<file path="src/design/pfsn_pkg.sv">
// shared types and constants for the plane fit and normalize block
package pfsn_pkg;

    localparam int MAX_DIM_DEF = 256;
    localparam int CFG_W       = 9;
    localparam int CFG_IDX_W   = 2;
    localparam int PIX_W       = 8;
    localparam int SUM_W       = 40;
    localparam int SUMV_W      = 24;
    localparam int COEF_W      = 40;
    localparam int FRAC_BITS   = 16;
    localparam int NUM_W       = 58;
    localparam int DEN_W       = 41;

    localparam logic [CFG_IDX_W-1:0] CFG_ROW_COUNT = 2'd0;
    localparam logic [CFG_IDX_W-1:0] CFG_COL_COUNT = 2'd1;

    localparam logic [1:0] ST_OK       = 2'd0;
    localparam logic [1:0] ST_PASS     = 2'd1;
    localparam logic [1:0] ST_NOT_LOAD = 2'd2;

    localparam logic signed [COEF_W-1:0] MIN_RESET = {1'b0, {(COEF_W-1){1'b1}}};

    typedef struct packed {
        logic             action;
        logic [PIX_W-1:0] pixel_in;
    } in_word_t;

    typedef struct packed {
        logic [PIX_W-1:0] pixel_out;
        logic [1:0]       status;
        logic             last_pixel;
    } out_word_t;

endpackage

</file>
<file path="src/design/pfsn_div.sv">
// bit serial restoring divider, signed numerator, unsigned divisor, truncating
module pfsn_div #(
    parameter int NW = pfsn_pkg::NUM_W,
    parameter int DW = pfsn_pkg::DEN_W
) (
    input  logic                 clk,
    input  logic                 rst_n,
    input  logic                 start,
    input  logic signed [NW-1:0] num,
    input  logic [DW-1:0]        den,
    output logic                 busy,
    output logic                 done,
    output logic signed [NW-1:0] quo
);

    localparam int MW = NW - 1;
    localparam int CW = $clog2(MW + 1);

    logic [MW-1:0] q_reg;
    logic [DW-1:0] rem_reg;
    logic [DW-1:0] den_reg;
    logic          neg_reg;
    logic [CW-1:0] cnt_reg;
    logic          busy_reg;
    logic          done_reg;
    logic [NW-1:0] num_abs;
    logic [DW:0]   rem_sh;
    logic [DW+1:0] diff;

    assign num_abs = num[NW-1] ? -num : num;
    assign rem_sh  = {rem_reg, q_reg[MW-1]};
    assign diff    = {1'b0, rem_sh} - {2'b00, den_reg};

    always_ff @(posedge clk or negedge rst_n)
    begin
        if (!rst_n)
        begin
            busy_reg <= 1'b0;
            done_reg <= 1'b0;
            cnt_reg  <= '0;
        end
        else
        begin
            done_reg <= 1'b0;
            if (start)
            begin
                q_reg    <= num_abs[MW-1:0];
                rem_reg  <= '0;
                den_reg  <= den;
                neg_reg  <= num[NW-1];
                cnt_reg  <= CW'(MW);
                busy_reg <= 1'b1;
            end
            else if (busy_reg)
            begin
                if (!diff[DW+1])
                begin
                    rem_reg <= diff[DW-1:0];
                    q_reg   <= {q_reg[MW-2:0], 1'b1};
                end
                else
                begin
                    rem_reg <= rem_sh[DW-1:0];
                    q_reg   <= {q_reg[MW-2:0], 1'b0};
                end
                cnt_reg <= cnt_reg - 1'b1;
                if (cnt_reg == CW'(1))
                begin
                    busy_reg <= 1'b0;
                    done_reg <= 1'b1;
                end
            end
        end
    end

    assign busy = busy_reg;
    assign done = done_reg;
    assign quo  = neg_reg ? -$signed({1'b0, q_reg}) : $signed({1'b0, q_reg});

endmodule

</file>
<file path="config.mk">
export PLATFORM = sky130hd
export DESIGN_NAME = pfsn_div
export DESIGN_NICKNAME = d
export VERILOG_FILES = /design/src/design/pfsn_pkg.sv /design/src/design/pfsn_div.sv
export SDC_FILE = /design/constraint.sdc
export NUM_CORES = 1
export LEC_CHECK = 0
export BUFFER_PORTS_ARGS = -buffer_cell sky130_fd_sc_hd__buf_4
export CORE_MARGIN = 4
export CORE_UTILIZATION = 50
export DETAILED_ROUTE_END_ITERATION = 8
export PLACE_DENSITY_LB_ADDON = 0.08
export REMOVE_ABC_BUFFERS = 1
export SKIP_CTS_REPAIR_TIMING = 1
export SYNTH_ARGS = -nofsm -noshare
export SYNTH_HDL_FRONTEND = slang
export SYNTH_SLANG_ARGS = --single-unit
</file>
<file path="constraint.sdc">
create_clock -name clk -period 4.6 [get_ports clk]
set_input_delay 0.23 -clock clk [delete_from_list [all_inputs] [get_ports clk]]
set_output_delay 0.23 -clock clk [all_outputs]
set_load 0.02 [all_outputs]
</file>
==> impl_results.md, run 1 <==
* Number of synthesized flops with an enable pin at 140
* Max-cap violations at 0
* Clock Path Buffers at 2
* H-tree depth at 4
* Mapped cell area at 0.01096 mm2
* Highest metal used: met4
* IO Pins at 162
* Hold_ws at 189.0 ps
* CTS Root Cell: clkbuf_16
* Pwr Density at 360.5 mW/mm2
* Initial core utilization at 0.5151
* DRC at 0
* Syn_area_per_cell at 9.315 um2
* Port bufs at 161
* Tightest Pin Transition at 1058 ps
* Status: finished, final reports clean
* Max transition margin at 0.2949
* Commonest non-fill, non-tap cell in the layout: buf_4
* Post-layout util at 0.6310
* Unrepaired setup endpoints after global routing: no
* Max IR drop VDD at 0.2277 mV
* Core Box Area at 0.02129 mm2
* Met2 wire len at 13420 um
* CP Data Arrival Time at 4390 ps
* Met3 WL at 1324 um
* Most frequent cells in the layout: buf_4 (171), edfxtp_1 (140), nor2_1 (128)
* Final setup TNS at 0 ps
* Ys flop type: edfxtp_1
* Die X at 156.1 um
* Fin. max-slew vios at 0
* Final hold violation count at 0
* Lkg Pwr at 5.293 nW
* Crit-path cells: inv_1 > ha_1 > inv_1 > fa_1 > a211oi_1 > o21ai_0 > o221ai_1 > a31oi_1 > o21ai_0 > o21ai_0 > a211oi_4 > buf_4 > mux2i_1 > a211oi_1
* CP Max Fanout at 31
* CP Capture Type: flop
* Crit path top cell by count: o21ai_0
* Via-to-Cell Ratio at 5.731
* Die area at 0.02436 mm2
* Global router's overall resource usage at 0.2251
* Final Skew at 10.80 ps
* Layout cells sized above 1 at 0.1676
* Via count at 9382
* Setup ws final at 332.5 ps
* Fin nets at 1495
* Total CTS buffers at 17
* CP Class: flop to flop
* Register area share after synthesis at 0.4017
* Post-synthesis register bit count at 148
* CTS tree: done
* CTS Sinks at 148
* Synth warn at 0
* Synth-to-Final Area Change at 22.52%
* Num rows at 53
* Largest net degree at the start of global routing at 104
* 1st-pass router iterations at 5
* Placed inst area at 0.01237 mm2
* Crit path max-delay cell type: buf_4
* First-pass GRT wire length at 45000 um
* Routability cong. at 0.8862
* Max reg flops at 57
* Clock Latency Late Sink at 430 ps
* Initial antenna violation count at 2
* Hold crit path type: input port to flop
* Grt ovf at 0
* Vias in the first global route at 9062
* Wl on met1 at 12680 um
* Yosys cell types at 65
* WL per Instance at 17.01 um
* Post-DP HPWL at 19830 um
* Tot Pwr at 4.842 mW
* CP required at 4730 ps
* Tmin final at 4268 ps
* DRT antenna net count at 0
* Final Non-Filler Cells at 1637
* Final setup vio count at 0
* Die height at 156.1 um
* Asr flop ratio synth at 0.05405
* Post-place setup slack at 393.0 ps
* Period utilization at 0.9277
* Startpoint types: flop
* Max incr delay on CP at 490 ps
* DRT iter0 DRCs at 610
* Clock slew at reported path FFs at 70 ps
* F_max at 0.2343 GHz
* Placed cells at 1561
* Fin area at 0.01343 mm2
* Total routed wirelength at 27850 um
* Cell count after synthesis at 1177
## final cells by class
cell class	count	area, um2
multi-input cells	905	6103
well taps	275	344.1
clock inverters	8	70.07
flip-flops and latches	148	4405
diodes	2	5.005
clock buffers	24	568.0
repair buffers	213	1704
fillers	1822	7854
inverters	62	232.7
## critical path: cells and delay by family (launching register included)
family,cells,cell delay (ps)
DFF,1,430
adders and majority gates,2,570
muxes,1,270
buffers and inverters,3,640
AOI/OAI and AO/OA,8,2020
## cells in the mapped netlist (2+ instances only)
cell,number,share of area
a21oi_1,97,0.044
o2111ai_1,2,0.0016
nor4_1,8,0.0046
inv_1,62,0.021
o41ai_1,13,0.010
nand2b_1,15,0.0086
edfxtp_1,140,0.38
or2_2,3,0.0017
o31ai_1,42,0.029
o21ai_0,61,0.028
o21bai_1,6,0.0041
mux2i_1,43,0.039
nor3_1,22,0.010
buf_2,7,0.0032
a31oi_1,5,0.0029
xor2_1,71,0.057
a32oi_1,3,0.0024
nand3_1,16,0.0073
nor2_1,128,0.044
xnor2_1,78,0.062
nor2b_1,9,0.0051
dfrtp_1,8,0.018
and3_1,7,0.0040
ha_1,45,0.051
and2_1,5,0.0029
mux2_2,5,0.0051
nand2_1,82,0.028
or3_4,2,0.0021
or3_1,12,0.0068
a311oi_1,3,0.0024
or4_1,18,0.012
or2_4,2,0.0016
nand4_1,12,0.0068
clkbuf_1,49,0.017
a211oi_1,40,0.027
a21boi_0,2,0.0014
a21o_1,11,0.0075
buf_1,5,0.0017
nand3b_1,6,0.0041
o211ai_1,7,0.0048
## path summary, 6_finish.rpt
check / start / end / slack, ps / cells after the start
setup / recovery: q_reg[56] / rem_reg[25] / 330 / 14
setup reg to reg: q_reg[56] / rem_reg[25] / 330 / 14
min in group asynchronous: rst_n / cnt_reg[5] / 410 / 2
hold / removal: num[46] / q_reg[46] / 190 / 3
max in group asynchronous: rst_n / busy / 3700 / 2
hold reg to reg: cnt_reg[5] / cnt_reg[5] / 540 / 2
## cells by family after synthesis
family | count (synthesis) | synth area share
xor gates and xnor gates | 149 | 0.1190
DFF | 148 | 0.4017
AOI/OAI and AO/OA | 306 | 0.1792
and+or+nand+nor | 356 | 0.1590
adders and majority gates | 46 | 0.05318
buffers and inverters | 124 | 0.04359
muxes | 48 | 0.04439
## metal layers
layer,vias up,global-route usage
met4,0,0.06920
met2,245,0.3662
met1,4434,0.3040
li1,4667,-
met3,36,0.04577
met5,-,0
## where the power goes
| part | switching [mW] | total (mW) | internal, mW |
|---|---|---|---|
| clock network | 0.604 | 1.48 | 0.880 |
| logic | 0.865 | 1.57 | 0.710 |
| registers | 0.127 | 1.78 | 1.66 |
| total | 1.60 | 4.84 | 3.25 |
(Power assumes the default switching activity.)
==> inputs of run 2 (changes only) <==
==> constraint.sdc (replaced) <==
create_clock -name clk -period 4.6 [get_ports clk]
set_input_delay 0.69 -clock clk [delete_from_list [all_inputs] [get_ports clk]]
set_output_delay 0.69 -clock clk [all_outputs]
set_load 0.02 [all_outputs]
==> run 2 against run 1 <==
First-iteration DRC count is 5.9% higher. Final area decreased by 3.1%. Die area did not move. Clock skew up 0.73 ps. Count of clock-buffer cells in the layout increased by 2. Final cell count decreased by 2.6%. Critical path depth decreased by 5. Critical endpoint is now quo[57]. Highest routed layer unchanged.
==> impl_results.md, run 2 (synthesis gave the netlist of run 1 again) <==
* R2r endpoint: rem_reg[6]
* Clock slew at reported path FFs at 70 ps (about the same)
* Worst-case reg-to-reg path depth at 14 (unchanged)
* Sw Pwr at 1.552 mW (-2.8%)
* Reg-to-reg slack, setup at 560 ps (+230 ps)
* Max reg flops at 57 (unchanged)
* Hold crit path type: input port to asynchronous set/reset pin
* CP required at 3910 ps (-820 ps)
* Sequential power share at 0.375 (+0.007)
* Initial core utilization at 0.5151 (unchanged)
* Post-layout util at 0.6114 (-0.01963)
* DRT antenna net count at 0 (unchanged)
* Final Skew at 11.53 ps (+0.7318 ps)
* DRT iter0 DRCs at 646 (+5.9%)
* Synth-to-Final Area Change at 18.70%
* Max-cap violations at 0 (unchanged)
* WL per Instance at 17.35 um (+2.0%)
* Tightest Pin Transition at 1087 ps (+29.53 ps)
* Port bufs at 161 (unchanged)
* Startpoint types: flop
* Final setup TNS at 0 ps (unchanged)
* # diodes at 0 (-2)
* Total routed wirelength at 27680 um (-0.62%)
* Post-DP HPWL at 19760 um (-0.35%)
* Most frequent cells in the layout: buf_4 (172), edfxtp_1 (140), nor2_1 (128)
* Clock Latency Late Sink at 430 ps (about the same)
* Largest net degree at the start of global routing at 84 (-19%)
* Reg2reg start: q_reg[56]
* Die height at 156.1 um (unchanged)
* 1st-pass router iterations at 5 (unchanged)
* Setup ws final at 208.2 ps (-124.3 ps)
* Status: finished, final reports clean
* Num rows at 53 (unchanged)
* Routability cong. at 0.8730 (-1.5%)
* Final hold violation count at 0 (unchanged)
* Via count at 9286 (-1.0%)
* Initial antenna violation count at 0 (-2)
* Lkg Pwr at 5.117 nW (-3.3%)
* CTS Root Cell: clkbuf_16
* Fin. max-slew vios at 0 (unchanged)
* Int Pwr at 3.195 mW (-1.5%)
* Final setup vio count at 0 (unchanged)
* Clock Path Buffers at 2 (unchanged)
* First-pass GRT wire length at 45020 um (about the same)
* Commonest non-fill, non-tap cell in the layout: buf_4
* Post-place setup slack at 569.7 ps (+176.7 ps)
* Sw Ratio at 0.3270 (-0.002755)
* Tmin final at 4392 ps (+124.3 ps)
* Period utilization at 0.9547 (+0.02701)
* Max IR drop VDD at 0.2621 mV (+15%)
* Die area at 0.02436 mm2 (unchanged)
* Core Box Area at 0.02129 mm2 (unchanged)
* CP Class: flop to primary output
* Via-to-Cell Ratio at 5.822 (+1.6%)
* Layout fillers at 1829 (+0.38%)
* DRC at 0 (unchanged)
* H-tree depth at 4 (unchanged)
* Unrepaired setup endpoints after global routing: no
* CP Max Fanout at 7 (-77%)
* Vias in the first global route at 9053 (-0.099%)
* CP Data Arrival Time at 3700 ps (-690 ps)
* CP Capture Type: primary output
* Pwr Density at 364.8 mW/mm2 (+1.2%)
* Die X at 156.1 um (unchanged)
* Global router's overall resource usage at 0.2265 (+0.001435)
* CTS Sinks at 148 (unchanged)
* Comb power frac at 0.328 (+0.003)
* Critical path origin: q_reg[14]
* CTS tree: done
* Max transition margin at 0.2752 (-0.01969)
* CP endpoint: quo[57]
* Layout cells sized above 1 at 0.1742 (+0.006595)
* Clock power share at 0.297 (-0.009)
* Fin nets at 1455 (-2.7%)
* Total CTS buffers at 17 (unchanged)
* IO Pins at 162 (unchanged)
* Grt ovf at 0 (unchanged)
* F_max at 0.2277 GHz (-2.8%)
run 2: how the worst min path moves through the flow:
stage | from | endpoint | depth (start not counted)
floorplan | rst_n | busy | 0
global placement | cnt_reg[5] | cnt_reg[5] | 2
detailed placement | cnt_reg[5] | cnt_reg[5] | 2
CTS | rst_n | cnt_reg[4] | 1
global route | rst_n | cnt_reg[4] | 1
finish | rst_n | cnt_reg[4] | 1
run 2: through the flow:
| step | hold slack [ps] | total power, mW | cell area [um2] | std cells |
|---|---|---|---|---|
| global route | 337.4 | 5.007 | 13020 | 1595 |
| floorplan | 394.4 | 2.866 | 10720 | 1115 |
| detailed placement | 515.1 | 3.350 | 12380 | 1561 |
| CTS | 332.6 | 4.766 | 12980 | 1593 |
| finish | 329.5 | 4.748 | 13020 | 1595 |
| global placement | 500.8 | 3.324 | 12380 | 1561 |
run 2: final cells by class:
type                       instances  area, um2  area share
multi-input combinational        905       6121      0.4703
sequential                       148       4405      0.3385
timing repair buffer             173       1311      0.1007
clock buffer                      26      564.3     0.04336
tap                              275      344.1     0.02644
inverter                          62      232.7     0.01788
clock inverter                     6      36.28    0.002788
run 2: critical path, cell delays in order (launching register included):
cell and delay [ps]:
edfxtp_1 470, or4_1 620, nor4_4 270, nand4_1 230, or4b_4 580, or2_2 380, nor3_1 160, nand3b_1 130
o31a_1 270, buf_4 160
run 2: per-layer routing:
| metal | vias up | share of wire | track usage |
|---|---|---|---|
| met4 | 0 | 0.012 | 0.05627 |
| met1 | 4395 | 0.44 | 0.3039 |
| li1 | 4596 | - | - |
| met5 | - | 0 | 0 |
| met3 | 27 | 0.062 | 0.04521 |
| met2 | 268 | 0.48 | 0.3782 |
run 2: power groups by stage:
stage                     Clock [mW]  Sequential [mW]  Combinational [mW]
after detailed placement           0             1.80                1.55
after CTS                       1.43             1.78                1.56
final                           1.41             1.78                1.56
after floorplan                    0             1.77                1.09
after global placement             0             1.81                1.52
after global routing            1.49             1.80                1.72
==> inputs of run 3 (changes only) <==
==> constraint.sdc (replaced) <==
create_clock -name clk -period 4.6 [get_ports clk]
set_input_delay 0 -clock clk [delete_from_list [all_inputs] [get_ports clk]]
set_output_delay 0 -clock clk [all_outputs]
set_load 0.02 [all_outputs]
==> run 3 against run 2 <==
The flow now finishes with violations (negative hold slack). Count of clock-buffer cells in the layout decreased by 7. Combinational power about the same. Sequential power about the same. Register-to-register slack got worse by 180 ps. Flip-flop and latch count unchanged. Worst setup slack improved by 170 ps. First-iteration DRC count increased by 13%. Non-clock buffer count increased by 50. Critical path type is now flop to flop.
==> impl_results.md, run 3 (synthesis gave the netlist of run 1 again) <==
* Max-cap violations at 0 (unchanged)
* Crit path max-delay cell type: buf_4
* Initial core utilization at 0.5151 (unchanged)
* CTS Root Cell: clkbuf_16
* Via count at 9452 (+1.8%)
* Layout cells sized above 1 at 0.1650 (-0.009279)
* Commonest non-fill, non-tap cell in the layout: buf_4
* Most frequent cells in the layout: buf_4 (170), edfxtp_1 (140), nor2_1 (128)
* Failing checks: negative hold slack
* Lkg Pwr at 5.292 nW (+3.4%)
* Final setup vio count at 0 (unchanged)
* Tot Pwr at 4.744 mW (about the same)
* CP endpoint: rem_reg[28]
* CP Max Fanout at 30 (+23)
* Hold path cells at 3
* Tmin final at 4220 ps (-172.0 ps)
* Reg2reg start: q_reg[56]
* Global router's overall resource usage at 0.2300 (+0.003471)
* CP Data Arrival Time at 4340 ps (+640 ps)
* Tightest Pin Transition at 1034 ps (-53.64 ps)
* Reg-to-reg slack, setup at 380 ps (-180 ps)
* Total CTS buffers at 17 (unchanged)
* Max IR drop VDD at 0.2372 mV (-9.5%)
* GR Util met2 at 0.3788 (+0.0006159)
* Unrepaired setup endpoints after global routing: no
* DRC at 0 (unchanged)
* Status: complete, but fails checks
* Die X at 156.1 um (unchanged)
* H-tree depth at 4 (unchanged)
* CP Depth at 14 (+5)
* Routability cong. at 0.8777 (+0.54%)
* Post-place setup slack at 419.6 ps (-150.1 ps)
* Core Box Area at 0.02129 mm2 (unchanged)
* Fin. max-slew vios at 0 (unchanged)
* Vias in the first global route at 9320 (+2.9%)
* Hold crit path type: input port to flop
* DRT iter0 DRCs at 729 (+13%)
* Hold_ws at -32.97 ps (-362.5 ps)
* Die height at 156.1 um (unchanged)
* Worst path bufs/invs at 3 (+2)
* Port bufs at 161 (unchanged)
* Largest net degree at the start of global routing at 104 (+24%)
* F_max at 0.2370 GHz (+4.1%)
* Critical path origin: q_reg[56]
* Crit-path cells: inv_1 > ha_1 > inv_1 > fa_1 > a211oi_1 > o21ai_0 > o221ai_1 > a31oi_1 > o21ai_0 > o21ai_0 > a211oi_4 > buf_4 > mux2i_1 > a211oi_1
* Layout fillers at 1877 (+2.6%)
* Met1 GRT Util at 0.3065 (+0.002568)
* IO Pins at 162 (unchanged)
* Max incr delay on CP at 470 ps (-150 ps)
* Clock Path Buffers at 2 (unchanged)
* First-pass GRT wire length at 45960 um (+2.1%)
* Clock Latency Late Sink at 430 ps (about the same)
* Total routed wirelength at 28140 um (+1.7%)
* Num rows at 53 (unchanged)
* Max transition margin at 0.3109 (+0.03576)
* Met3 Track Usage GR at 0.04632 (+0.001110)
* Setup ws final at 380.2 ps (+172.0 ps)
* Period utilization at 0.9174 (-0.03738)
* CTS tree: done
* Final Skew at 10.03 ps (-1.499 ps)
* Max reg flops at 57 (unchanged)
* Post-DP HPWL at 20150 um (+2.0%)
* Pwr Density at 352.3 mW/mm2 (-3.4%)
* Synth-to-Final Area Change at 22.80%
* Grt peak-use layer: met2
* Die area at 0.02436 mm2 (unchanged)
* 1st-pass router iterations at 5 (unchanged)
* CTS Sinks at 148 (unchanged)
* Final hold violation count at 15 (+15)
* Fin nets at 1505 (+3.4%)
* R2r endpoint: rem_reg[28]
* CP required at 4720 ps (+810 ps)
* DRT antenna net count at 0 (unchanged)
* Via-to-Cell Ratio at 5.739 (-1.4%)
* WL per Instance at 17.09 um (-1.5%)
* CP Class: flop to flop
* Startpoint types: flop
* Clock slew at reported path FFs at 60 ps (about the same)
* Initial antenna violation count at 2 (+2)
* Worst-case reg-to-reg path depth at 14 (unchanged)
* Delay-heaviest family, CP: compound AO/OA/AOI/OAI gates
* Grt ovf at 0 (unchanged)
* CP Capture Type: flop
* Crit path top cell by count: o21ai_0
[run 3: per-layer routing]
| layer | vias to the layer above | part of all wire |
|---|---|---|
| li1 | 4674 | - |
| met1 | 4462 | 0.44 |
| met2 | 276 | 0.49 |
| met3 | 40 | 0.052 |
| met4 | 0 | 0.022 |
| met5 | - | 0 |
[run 3: stage by stage]
stage | cells | hold WS [ps] | utilization | area, um2 | TNS, ps
after detailed placement | 1560 | 84.05 | 0.5807 | 12360 | 0
after floorplan | 1115 | -295.6 | - | 10720 | -140330
after global placement | 1560 | 87.31 | 0.5807 | 12360 | 0
after global routing | 1647 | 0.5576 | 0.6325 | 13460 | 0
after CTS | 1592 | -368.3 | 0.6074 | 12930 | 0
final | 1647 | -32.97 | 0.6325 | 13460 | 0
[run 3: worst register-to-register path: cells and delay by family, from the launching register on]
kind / cells / cell delay (ps)
fa+ha+maj: 2 / 560
compound gates: 8 / 2020
mux: 1 / 280
flops: 1 / 450
buf+inv: 3 / 610
[run 3: worst min path at each step]
stage,from,to,slack (ps)
global placement,rst_n,cnt_reg[5],90
CTS,rst_n,cnt_reg[5],-370
global route,num[45],q_reg[45],0.6
floorplan,rst_n,busy,-300
finish,num[20],q_reg[20],-30
detailed placement,rst_n,cnt_reg[5],80
[run 3: power breakdown]
| group | internal [mW] | switching, mW | total [mW] |
|---|---|---|---|
| combinational | 0.716 | 0.877 | 1.59 |
| sequential | 1.66 | 0.125 | 1.78 |
| clock | 0.796 | 0.573 | 1.37 |
| total | 3.17 | 1.57 | 4.74 |
[run 3: layout make-up]
type                       count  area (um2)  area share
inverter                      62       232.7     0.01728
clock inverter                13       133.9    0.009943
timing repair buffer         223        1807      0.1342
sequential                   148        4405      0.3272
tap                          275       344.1     0.02556
multi-input combinational    905        6103      0.4533
clock buffer                  19       432.9     0.03215
antenna                        2       5.005   0.0003717
